<file path="src/sv/s2d_pkg.sv">
// ----------------------------------------------------------------------------
// s2d_pkg: shared types and constants
// Widths, character codes and stage words for the signed binary to decimal
// ASCII converter.
// ----------------------------------------------------------------------------
`default_nettype none

package s2d_pkg;

  localparam int BIN_W             = 64;
  localparam int SIZE_W            = 8;
  localparam int DIGIT_W           = 4;
  localparam int NUM_DIGITS        = 19;
  localparam int BCD_W             = NUM_DIGITS * DIGIT_W;
  localparam int COUNT_W           = 5;
  localparam int CHAR_W            = 8;
  localparam int STEPS_PER_STAGE   = 4;
  localparam int NUM_DABBLE_STAGES = BIN_W / STEPS_PER_STAGE;

  localparam logic [CHAR_W-1:0]  CH_ZERO       = 8'h30;
  localparam logic [CHAR_W-1:0]  CH_MINUS      = 8'h2D;
  localparam logic [CHAR_W-1:0]  CH_NONE       = 8'h00;
  localparam logic [DIGIT_W-1:0] DABBLE_LIMIT  = 4'd5;
  localparam logic [DIGIT_W-1:0] DABBLE_ADJUST = 4'd3;
  localparam logic [SIZE_W:0]    ROOM_RESERVED = 9'd2;

  // Word moving through the shift-add-3 stages
  typedef struct packed {
    logic [BCD_W-1:0]  bcd;
    logic [BIN_W-1:0]  bin;
    logic              neg;
    logic [SIZE_W-1:0] size;
  } dabble_t;

  // Word handed to the serializer
  typedef struct packed {
    logic [BCD_W-1:0]   bcd;
    logic               neg;
    logic               ok;
    logic [COUNT_W-1:0] nd;
  } conv_t;

endpackage

`default_nettype wire

</file>
<file path="src/sv/s2d_dabble_stage.sv">
// ----------------------------------------------------------------------------
// s2d_dabble_stage: one register stage of the binary to BCD converter
// Runs a fixed number of shift-add-3 steps on the word and registers it.
// ----------------------------------------------------------------------------
`default_nettype none

module s2d_dabble_stage
  import s2d_pkg::*;
(
  input  wire logic    clk,
  input  wire logic    rst,
  input  wire logic    in_valid,
  output logic         in_ready,
  input  wire dabble_t in_data,
  output logic         out_valid,
  input  wire logic    out_ready,
  output dabble_t      out_data
);

  dabble_t work;

  // Shift-add-3 steps: digits adjust independently, then the word shifts left
  always_comb begin
    work = in_data;
    for (int s = 0; s < STEPS_PER_STAGE; s++) begin
      for (int d = 0; d < NUM_DIGITS; d++) begin
        if (work.bcd[d*DIGIT_W +: DIGIT_W] >= DABBLE_LIMIT) begin
          work.bcd[d*DIGIT_W +: DIGIT_W] = work.bcd[d*DIGIT_W +: DIGIT_W] + DABBLE_ADJUST;
        end
      end
      {work.bcd, work.bin} = {work.bcd[BCD_W-2:0], work.bin, 1'b0};
    end
  end

  assign in_ready = !out_valid || out_ready;

  // Stage register; holds while the next stage stalls
  always_ff @(posedge clk) begin
    if (rst) begin
      out_valid <= 1'b0;
    end else if (in_ready) begin
      out_valid <= in_valid;
    end
  end

  always_ff @(posedge clk) begin
    if (in_ready && in_valid) begin
      out_data <= work;
    end
  end

endmodule

`default_nettype wire

</file>
<file path="src/sv/s2d_count_stage.sv">
// ----------------------------------------------------------------------------
// s2d_count_stage: digit count and fit check
// Finds the number of significant decimal digits and compares it with the
// room the buffer leaves.
// ----------------------------------------------------------------------------
`default_nettype none

module s2d_count_stage
  import s2d_pkg::*;
(
  input  wire logic    clk,
  input  wire logic    rst,
  input  wire logic    in_valid,
  output logic         in_ready,
  input  wire dabble_t in_data,
  output logic         out_valid,
  input  wire logic    out_ready,
  output conv_t        out_data
);

  logic [COUNT_W-1:0] nd;
  logic               fits;

  // Highest nonzero digit sets the count; zero still has one digit
  always_comb begin
    nd = COUNT_W'(1);
    for (int d = 0; d < NUM_DIGITS; d++) begin
      if (in_data.bcd[d*DIGIT_W +: DIGIT_W] != '0) begin
        nd = COUNT_W'(d + 1);
      end
    end
  end

  // Room check without wrap: count plus sign and terminator within size
  assign fits = ({1'b0, in_data.size} >= ({{(SIZE_W + 1 - COUNT_W){1'b0}}, nd}
                                          + ROOM_RESERVED));

  assign in_ready = !out_valid || out_ready;

  always_ff @(posedge clk) begin
    if (rst) begin
      out_valid <= 1'b0;
    end else if (in_ready) begin
      out_valid <= in_valid;
    end
  end

  always_ff @(posedge clk) begin
    if (in_ready && in_valid) begin
      out_data.bcd <= in_data.bcd;
      out_data.neg <= in_data.neg;
      out_data.ok  <= fits;
      out_data.nd  <= nd;
    end
  end

endmodule

`default_nettype wire

</file>
<file path="src/sv/s2d_serializer.sv">
// ----------------------------------------------------------------------------
// s2d_serializer: character serializer
// Holds one converted word and sends its sign and digits, most significant
// first, one character per word on the output, or a single failure word.
// ----------------------------------------------------------------------------
`default_nettype none

module s2d_serializer
  import s2d_pkg::*;
(
  input  wire logic          clk,
  input  wire logic          rst,
  input  wire logic          in_valid,
  output logic               in_ready,
  input  wire conv_t         in_data,
  output logic               out_valid,
  input  wire logic          out_ready,
  output logic               ok,
  output logic [CHAR_W-1:0]  out_char,
  output logic               last,
  output logic [COUNT_W-1:0] digit_count
);

  logic                busy;
  logic                sign_pend;
  logic [COUNT_W-1:0]  idx;
  conv_t               hold;
  logic [DIGIT_W-1:0]  digits [NUM_DIGITS];
  logic                advance;

  logic                emit_ok;
  logic [CHAR_W-1:0]   emit_char;
  logic                emit_last;
  logic [COUNT_W-1:0]  emit_count;

  always_comb begin
    for (int d = 0; d < NUM_DIGITS; d++) begin
      digits[d] = hold.bcd[d*DIGIT_W +: DIGIT_W];
    end
  end

  assign advance  = !out_valid || out_ready;
  assign in_ready = !busy;

  // Next character of the held word
  always_comb begin
    priority if (!hold.ok) begin
      emit_ok    = 1'b0;
      emit_char  = CH_NONE;
      emit_last  = 1'b1;
      emit_count = '0;
    end else if (sign_pend) begin
      emit_ok    = 1'b1;
      emit_char  = CH_MINUS;
      emit_last  = 1'b0;
      emit_count = hold.nd;
    end else begin
      emit_ok    = 1'b1;
      emit_char  = CH_ZERO + {{(CHAR_W - DIGIT_W){1'b0}}, digits[idx]};
      emit_last  = (idx == '0);
      emit_count = hold.nd;
    end
  end

  // Control: load when idle, step through characters as the output frees
  always_ff @(posedge clk) begin
    if (rst) begin
      busy      <= 1'b0;
      out_valid <= 1'b0;
    end else begin
      if (advance) begin
        out_valid <= busy;
      end
      if (!busy) begin
        busy <= in_valid;
      end else if (advance && emit_last) begin
        busy <= 1'b0;
      end
    end
  end

  // Held word, position and output register
  always_ff @(posedge clk) begin
    if (!busy && in_valid) begin
      hold      <= in_data;
      sign_pend <= in_data.neg;
      idx       <= in_data.nd - COUNT_W'(1);
    end else if (busy && advance) begin
      if (sign_pend) begin
        sign_pend <= 1'b0;
      end else begin
        idx <= idx - COUNT_W'(1);
      end
    end
    if (busy && advance) begin
      ok          <= emit_ok;
      out_char    <= emit_char;
      last        <= emit_last;
      digit_count <= emit_count;
    end
  end

endmodule

`default_nettype wire

</file>
<file path="src/sv/signed_binary_to_decimal_ascii.sv">
// ----------------------------------------------------------------------------
// signed_binary_to_decimal_ascii: 64-bit signed integer to decimal text
// Magnitude stage, sixteen shift-add-3 stages, a count stage and a
// character serializer with an output register.
// ----------------------------------------------------------------------------
// Path: magnitude register, sixteen dabble stage registers, count register, then
//   the serializer's held word and its output register.
// Pace: the serializer takes a new word only once the held one's last character
//   is out; the stages ahead take a word every cycle unless stalled downstream.
// Reset: synchronous, clears all valid bits and the serializer; no clearing pass.
`default_nettype none

module signed_binary_to_decimal_ascii
  import s2d_pkg::*;
(
  input  wire logic                clk,
  input  wire logic                rst,
  input  wire logic                in_valid,
  output logic                     in_ready,
  input  wire logic [BIN_W-1:0]    value,
  input  wire logic [SIZE_W-1:0]   buffer_size,
  output logic                     out_valid,
  input  wire logic                out_ready,
  output logic                     ok,
  output logic [CHAR_W-1:0]        out_char,
  output logic                     last,
  output logic [COUNT_W-1:0]       digit_count
);

  logic    front_valid;
  dabble_t front_data;
  logic    front_ready;

  logic    stg_valid [NUM_DABBLE_STAGES+1];
  logic    stg_ready [NUM_DABBLE_STAGES+1];
  dabble_t stg_data  [NUM_DABBLE_STAGES+1];

  logic    cnt_valid;
  logic    cnt_ready;
  conv_t   cnt_data;

  // Magnitude stage: two's complement negate; most negative maps to 2^63
  assign in_ready = !front_valid || front_ready;

  always_ff @(posedge clk) begin
    if (rst) begin
      front_valid <= 1'b0;
    end else if (in_ready) begin
      front_valid <= in_valid;
    end
  end

  always_ff @(posedge clk) begin
    if (in_ready && in_valid) begin
      front_data.bcd  <= '0;
      front_data.bin  <= value[BIN_W-1] ? (~value + BIN_W'(1)) : value;
      front_data.neg  <= value[BIN_W-1];
      front_data.size <= buffer_size;
    end
  end

  assign stg_valid[0] = front_valid;
  assign stg_data[0]  = front_data;
  assign front_ready  = stg_ready[0];

  // Binary to BCD chain
  for (genvar g = 0; g < NUM_DABBLE_STAGES; g++) begin : g_dabble
    s2d_dabble_stage u_stage (
      .clk       (clk),
      .rst       (rst),
      .in_valid  (stg_valid[g]),
      .in_ready  (stg_ready[g]),
      .in_data   (stg_data[g]),
      .out_valid (stg_valid[g+1]),
      .out_ready (stg_ready[g+1]),
      .out_data  (stg_data[g+1])
    );
  end

  s2d_count_stage u_count (
    .clk       (clk),
    .rst       (rst),
    .in_valid  (stg_valid[NUM_DABBLE_STAGES]),
    .in_ready  (stg_ready[NUM_DABBLE_STAGES]),
    .in_data   (stg_data[NUM_DABBLE_STAGES]),
    .out_valid (cnt_valid),
    .out_ready (cnt_ready),
    .out_data  (cnt_data)
  );

  s2d_serializer u_ser (
    .clk         (clk),
    .rst         (rst),
    .in_valid    (cnt_valid),
    .in_ready    (cnt_ready),
    .in_data     (cnt_data),
    .out_valid   (out_valid),
    .out_ready   (out_ready),
    .ok          (ok),
    .out_char    (out_char),
    .last        (last),
    .digit_count (digit_count)
  );

  // Failure word is always a lone, empty, final word
  a_fail_word: assert property (@(posedge clk) disable iff (rst)
    out_valid && !ok |-> last && out_char == CH_NONE && digit_count == '0)
    else $error("failure word malformed");

  // Successful words carry a real digit count
  a_count_range: assert property (@(posedge clk) disable iff (rst)
    out_valid && ok |-> digit_count != '0 && digit_count <= COUNT_W'(NUM_DIGITS))
    else $error("digit count out of range");

  // Successful characters are a sign or a decimal digit; a sign is never last
  a_char_set: assert property (@(posedge clk) disable iff (rst)
    out_valid && ok |-> (out_char == CH_MINUS && !last) ||
                        (out_char >= CH_ZERO && out_char <= CH_ZERO + 8'd9))
    else $error("bad character");

endmodule

`default_nettype wire

</file>
<file path="config.mk">
export PLATFORM = sky130hd
export DESIGN_NAME = signed_binary_to_decimal_ascii
export DESIGN_NICKNAME = d
export VERILOG_FILES = /design/src/sv/s2d_pkg.sv /design/src/sv/s2d_dabble_stage.sv /design/src/sv/s2d_count_stage.sv /design/src/sv/s2d_serializer.sv /design/src/sv/signed_binary_to_decimal_ascii.sv
export SDC_FILE = /design/constraint.sdc
export NUM_CORES = 2
export LEC_CHECK = 0
export CAP_MARGIN = 25
export CORE_MARGIN = 2
export CORE_UTILIZATION = 60
export DETAILED_ROUTE_END_ITERATION = 16
export DONT_BUFFER_PORTS = 1
export PLACE_DENSITY = 0.74
export SYNTH_ARGS = -nofsm -noshare
export SYNTH_HDL_FRONTEND = slang
export SYNTH_SLANG_ARGS = --single-unit
</file>
<file path="constraint.sdc">
create_clock -name clk -period 9.45 [get_ports clk]
set_input_delay 0.945 -clock clk [delete_from_list [all_inputs] [get_ports clk]]
set_output_delay 0.945 -clock clk [all_outputs]
set_load 0.005 [all_outputs]
</file>
==> flow_metrics.env <==
export IMPL_groute_usage_overall=0.2094
export IMPL_power_static_leakage_nw=56.45
export IMPL_regToRegSetupSlack_ns=3.88
export IMPL_crit_start="g_dabble[9].u_stage.out_data[101]"
export IMPL_avgRoutedWirePerCell_um=14.69
export IMPL_hold_worst_slack_ns=0.1713
export IMPL_cts_hold_repair_buffers=0
export IMPL_worst_r2r_path_depth=24
export IMPL_synth_flop_cell="sky130_fd_sc_hd__edfxtp_1"
export IMPL_synth_yosys_seq_area_share=0.3942
export IMPL_clock_path_buffers=3
export IMPL_ys_async_sr_fraction=0
export IMPL_pin_count=93
export IMPL_route_detailed_vias_per_inst=5.716
export IMPL_post_cts_resized_instances=0
export IMPL_dpl_hpwl_um=168300
export IMPL_post_synth_main_area_contributors="sky130_fd_sc_hd__edfxtp_1 (39%), sky130_fd_sc_hd__ha_1 (14%), sky130_fd_sc_hd__mux2i_1 (6.1%), sky130_fd_sc_hd__inv_1 (4.5%), sky130_fd_sc_hd__xnor2_1 (3.6%)"
export IMPL_setup_viol=0
export IMPL_vias=85310
export IMPL_clock_insertion_delay_worst_skew_ns=0.86
export IMPL_grt_overflow=0
export IMPL_worstSetupEndpointType="flip-flop"
export IMPL_first_global_vias=85800
export IMPL_cts_buffers=174
export IMPL_rsz0062_at_grt="no"
export IMPL_syn2layout_area_growth_pct=7.765
export IMPL_r2r_end="g_dabble[10].u_stage.out_data[103]"
export IMPL_die_height_um=454.3
export IMPL_worstHoldPathCells=1
export IMPL_cts_sinks=1604
export IMPL_yosys_area_top_type_share=0.3910
export IMPL_clock_transition_at_the_registers_of_the_reported_paths_ns=0.06
export IMPL_clk_root_buffer_cell="sky130_fd_sc_hd__clkbuf_16"
export IMPL_max_cap_violations=0
export IMPL_postLayoutCoreUtil=0.6494
export IMPL_htreeDepth=4
export IMPL_grt_first_pass_wirelength_um=374500
export IMPL_antenna_violating_nets_post_route=0
export IMPL_setup_worst_path_class="flip-flop to flip-flop"
export IMPL_worstPathMaxFanout=6
export IMPL_vdd_ir_drop_max_mv=0.1769
export IMPL_fp_coreArea_um2=201900
export IMPL_outcome="finished clean"
export IMPL_antenna_violations_before_repair=7
export IMPL_synth_enable_flop_cells=1584
export IMPL_die_x_um=454.3
export IMPL_fill_cell_instance_count_of_the_final_layout=15290
export IMPL_fin_tns_setup_ns=0
export IMPL_synth_cell_area_um2=121700
export IMPL_critical_path_endpoint="g_dabble[10].u_stage.out_data[103]"
export IMPL_ys_warn_count=0
export IMPL_post_route_cells_drive_above_1_share=0.07430
export IMPL_place_congestion=0.8317
export IMPL_syn_mean_instance_area_um2=10.16
export IMPL_final_cell_mix="sky130_fd_sc_hd__edfxtp_1 (1584), sky130_fd_sc_hd__inv_1 (1455), sky130_fd_sc_hd__ha_1 (1317), sky130_fd_sc_hd__o21ai_0 (746), sky130_fd_sc_hd__mux2i_1 (740)"
export IMPL_cp_arrival_ns=6.14
export IMPL_hold_class="input port to flip-flop"
export IMPL_initial_utilization=0.6026
export IMPL_num_rows=165
export IMPL_cellPowerDensity_nw_per_um2=120.1
export IMPL_drtIter0Drc=4090
export IMPL_most_common_library_cell_in_the_layout_ignoring_fill_and_taps="sky130_fd_sc_hd__edfxtp_1"
export IMPL_finalCriticalPeriod_ns=5.573
export IMPL_drtPass1Iterations=5
export IMPL_numPortBuffers=0
export IMPL_cp_required_ns=10.02
export IMPL_final_max_slew_violation_count=0
export IMPL_route_detailed_drc=0
export IMPL_max_slew_margin_rel=0.2849
export IMPL_regToRegStartpoint="g_dabble[9].u_stage.out_data[101]"
export IMPL_ys_types=88
export IMPL_syn_inst=11980
export IMPL_tightestPinTransition_ns=1.063
export IMPL_yosys_register_bits=1604
export IMPL_final_hold_violation_count=0
export IMPL_post_route_period_util=0.5898
export IMPL_design_die_area_um2=206400
export IMPL_tritoncts="built"
export IMPL_synth_largest_area_cell="sky130_fd_sc_hd__edfxtp_1"
export IMPL_post_cts_repair_setup_buffers=0
export IMPL_fmaxAchievable_mhz=179.4
export IMPL_final_net_count=13500
export IMPL_maximum_number_of_pins_on_one_net_before_global_route_repair=76
export IMPL_fin_skew_ns=0.09645
export IMPL_postRouteWirelength_um=219200
export IMPL_startpoint_type="flip-flop"
critical path, cell delays in order (launching register included):
cell	delay, ns
sky130_fd_sc_hd__edfxtp_1	0.45
sky130_fd_sc_hd__inv_1	0.12
sky130_fd_sc_hd__ha_1	0.18
sky130_fd_sc_hd__nor2b_1	0.36
sky130_fd_sc_hd__a2bb2oi_1	0.29
sky130_fd_sc_hd__and2_1	0.18
sky130_fd_sc_hd__inv_1	0.07
sky130_fd_sc_hd__ha_1	0.18
sky130_fd_sc_hd__nand2b_1	0.17
sky130_fd_sc_hd__o2111a_1	0.16
sky130_fd_sc_hd__a211oi_1	0.51
sky130_fd_sc_hd__nand2_1	0.16
sky130_fd_sc_hd__nand2_1	0.12
sky130_fd_sc_hd__inv_1	0.07
sky130_fd_sc_hd__ha_1	0.22
sky130_fd_sc_hd__nand2b_1	0.11
sky130_fd_sc_hd__nand3_1	0.08
sky130_fd_sc_hd__mux2i_1	0.19
sky130_fd_sc_hd__nand2b_1	0.19
sky130_fd_sc_hd__xor2_1	0.25
sky130_fd_sc_hd__inv_1	0.12
sky130_fd_sc_hd__ha_1	0.23
sky130_fd_sc_hd__nor2b_1	0.14
sky130_fd_sc_hd__o21ai_0	0.36
sky130_fd_sc_hd__mux2_2	0.38
worst min path at each step:
| stage | startpoint | end | slack, ns |
|---|---|---|---|
| 2_1_floorplan | front_data[0] | g_dabble[0].u_stage.out_data[0] | 0.40 |
| 3_3_place_gp | g_dabble[5].u_stage.out_data[2] | g_dabble[6].u_stage.out_data[2] | 0.40 |
| 3_5_place_dp | front_data[11] | g_dabble[0].u_stage.out_data[15] | 0.40 |
| 4_1_cts | rst | g_dabble[4].u_stage.out_valid | 0.08 |
| 5_1_grt | rst | g_dabble[5].u_stage.out_valid | 0.10 |
| 6_report | rst | g_dabble[4].u_stage.out_valid | 0.17 |
stage by stage:
step / total power (W) / cell area [um2] / setup slack, ns / std cells
2_1_floorplan: 0.008738 / 121700 / 1.613 / 11980
3_3_place_gp: 0.008858 / 125100 / 4.102 / 14600
3_5_place_dp: 0.008921 / 125100 / 3.938 / 14600
4_1_cts: 0.01592 / 131100 / 3.557 / 14920
5_1_grt: 0.01629 / 131100 / 3.373 / 14930
6_report: 0.01575 / 131100 / 3.877 / 14930
state kept, by name, summed over array words and instances, names as in the netlist, 5 cells and up:
name                        count
g_dabble.u_stage.out_valid     16
g_dabble.u_stage.out_data    1327
front_data                     73
u_ser.idx                       5
u_ser.digit_count               5
u_ser.out_char                  6
u_ser.digits                   76
u_ser.hold                      6
u_count.out_data               83
power by group:
group,internal (W),switching (W),total (W)
logic,0.000391,0.000500,0.000890
clock network,0.00398,0.00299,0.00697
registers,0.00786,0.0000330,0.00789
metal layers:
metal | share of wire | global-route usage
met1 | 0.41 | 0.2255
met2 | 0.54 | 0.4192
met3 | 0.026 | 0.02652
met4 | 0.024 | 0.06059
met5 | 0.000041 | 0
cell type report:
cell class                 count  area [um2]  share of cell area
multi-input combinational   8838       68070              0.5192
clock buffer                 210        4529             0.03455
timing repair buffer          31       270.3            0.002061
antenna                        5       12.51          0.00009543
clock inverter               109        1453             0.01108
tap                         2672        3343             0.02550
inverter                    1456        5466             0.04169
sequential                  1604       47970              0.3658
synth_stat cells (182+ instances only):
cell / number
sky130_fd_sc_hd__edfxtp_1: 1584
sky130_fd_sc_hd__inv_1: 1455
sky130_fd_sc_hd__ha_1: 1317
sky130_fd_sc_hd__o21ai_0: 746
sky130_fd_sc_hd__mux2i_1: 740
sky130_fd_sc_hd__nor2_1: 709
sky130_fd_sc_hd__nand2_1: 652
sky130_fd_sc_hd__nor2b_1: 506
sky130_fd_sc_hd__xnor2_1: 504
sky130_fd_sc_hd__nand2b_1: 460
sky130_fd_sc_hd__a21oi_1: 440
sky130_fd_sc_hd__mux2_2: 355
sky130_fd_sc_hd__nor3_1: 202
sky130_fd_sc_hd__a21o_1: 193
sky130_fd_sc_hd__a211oi_1: 182
cell families (layout without fill, tap and decap cells):
kind of cell / Yosys count / count (layout) / share of synthesized area
AOI/OAI and AO/OA: 2684 / 2684 / 0.1468
xor gates and xnor gates: 610 / 610 / 0.04391
adders and majority gates: 1318 / 1318 / 0.1355
buffers and inverters: 1539 / 1806 / 0.04757
DFF: 1604 / 1604 / 0.3942
muxes: 1115 / 1115 / 0.09744
other: 2 / 8 / 0.00006173
and+or+nand+nor: 3108 / 3108 / 0.1345
Note: power is estimated with default switching activity, not from simulation.
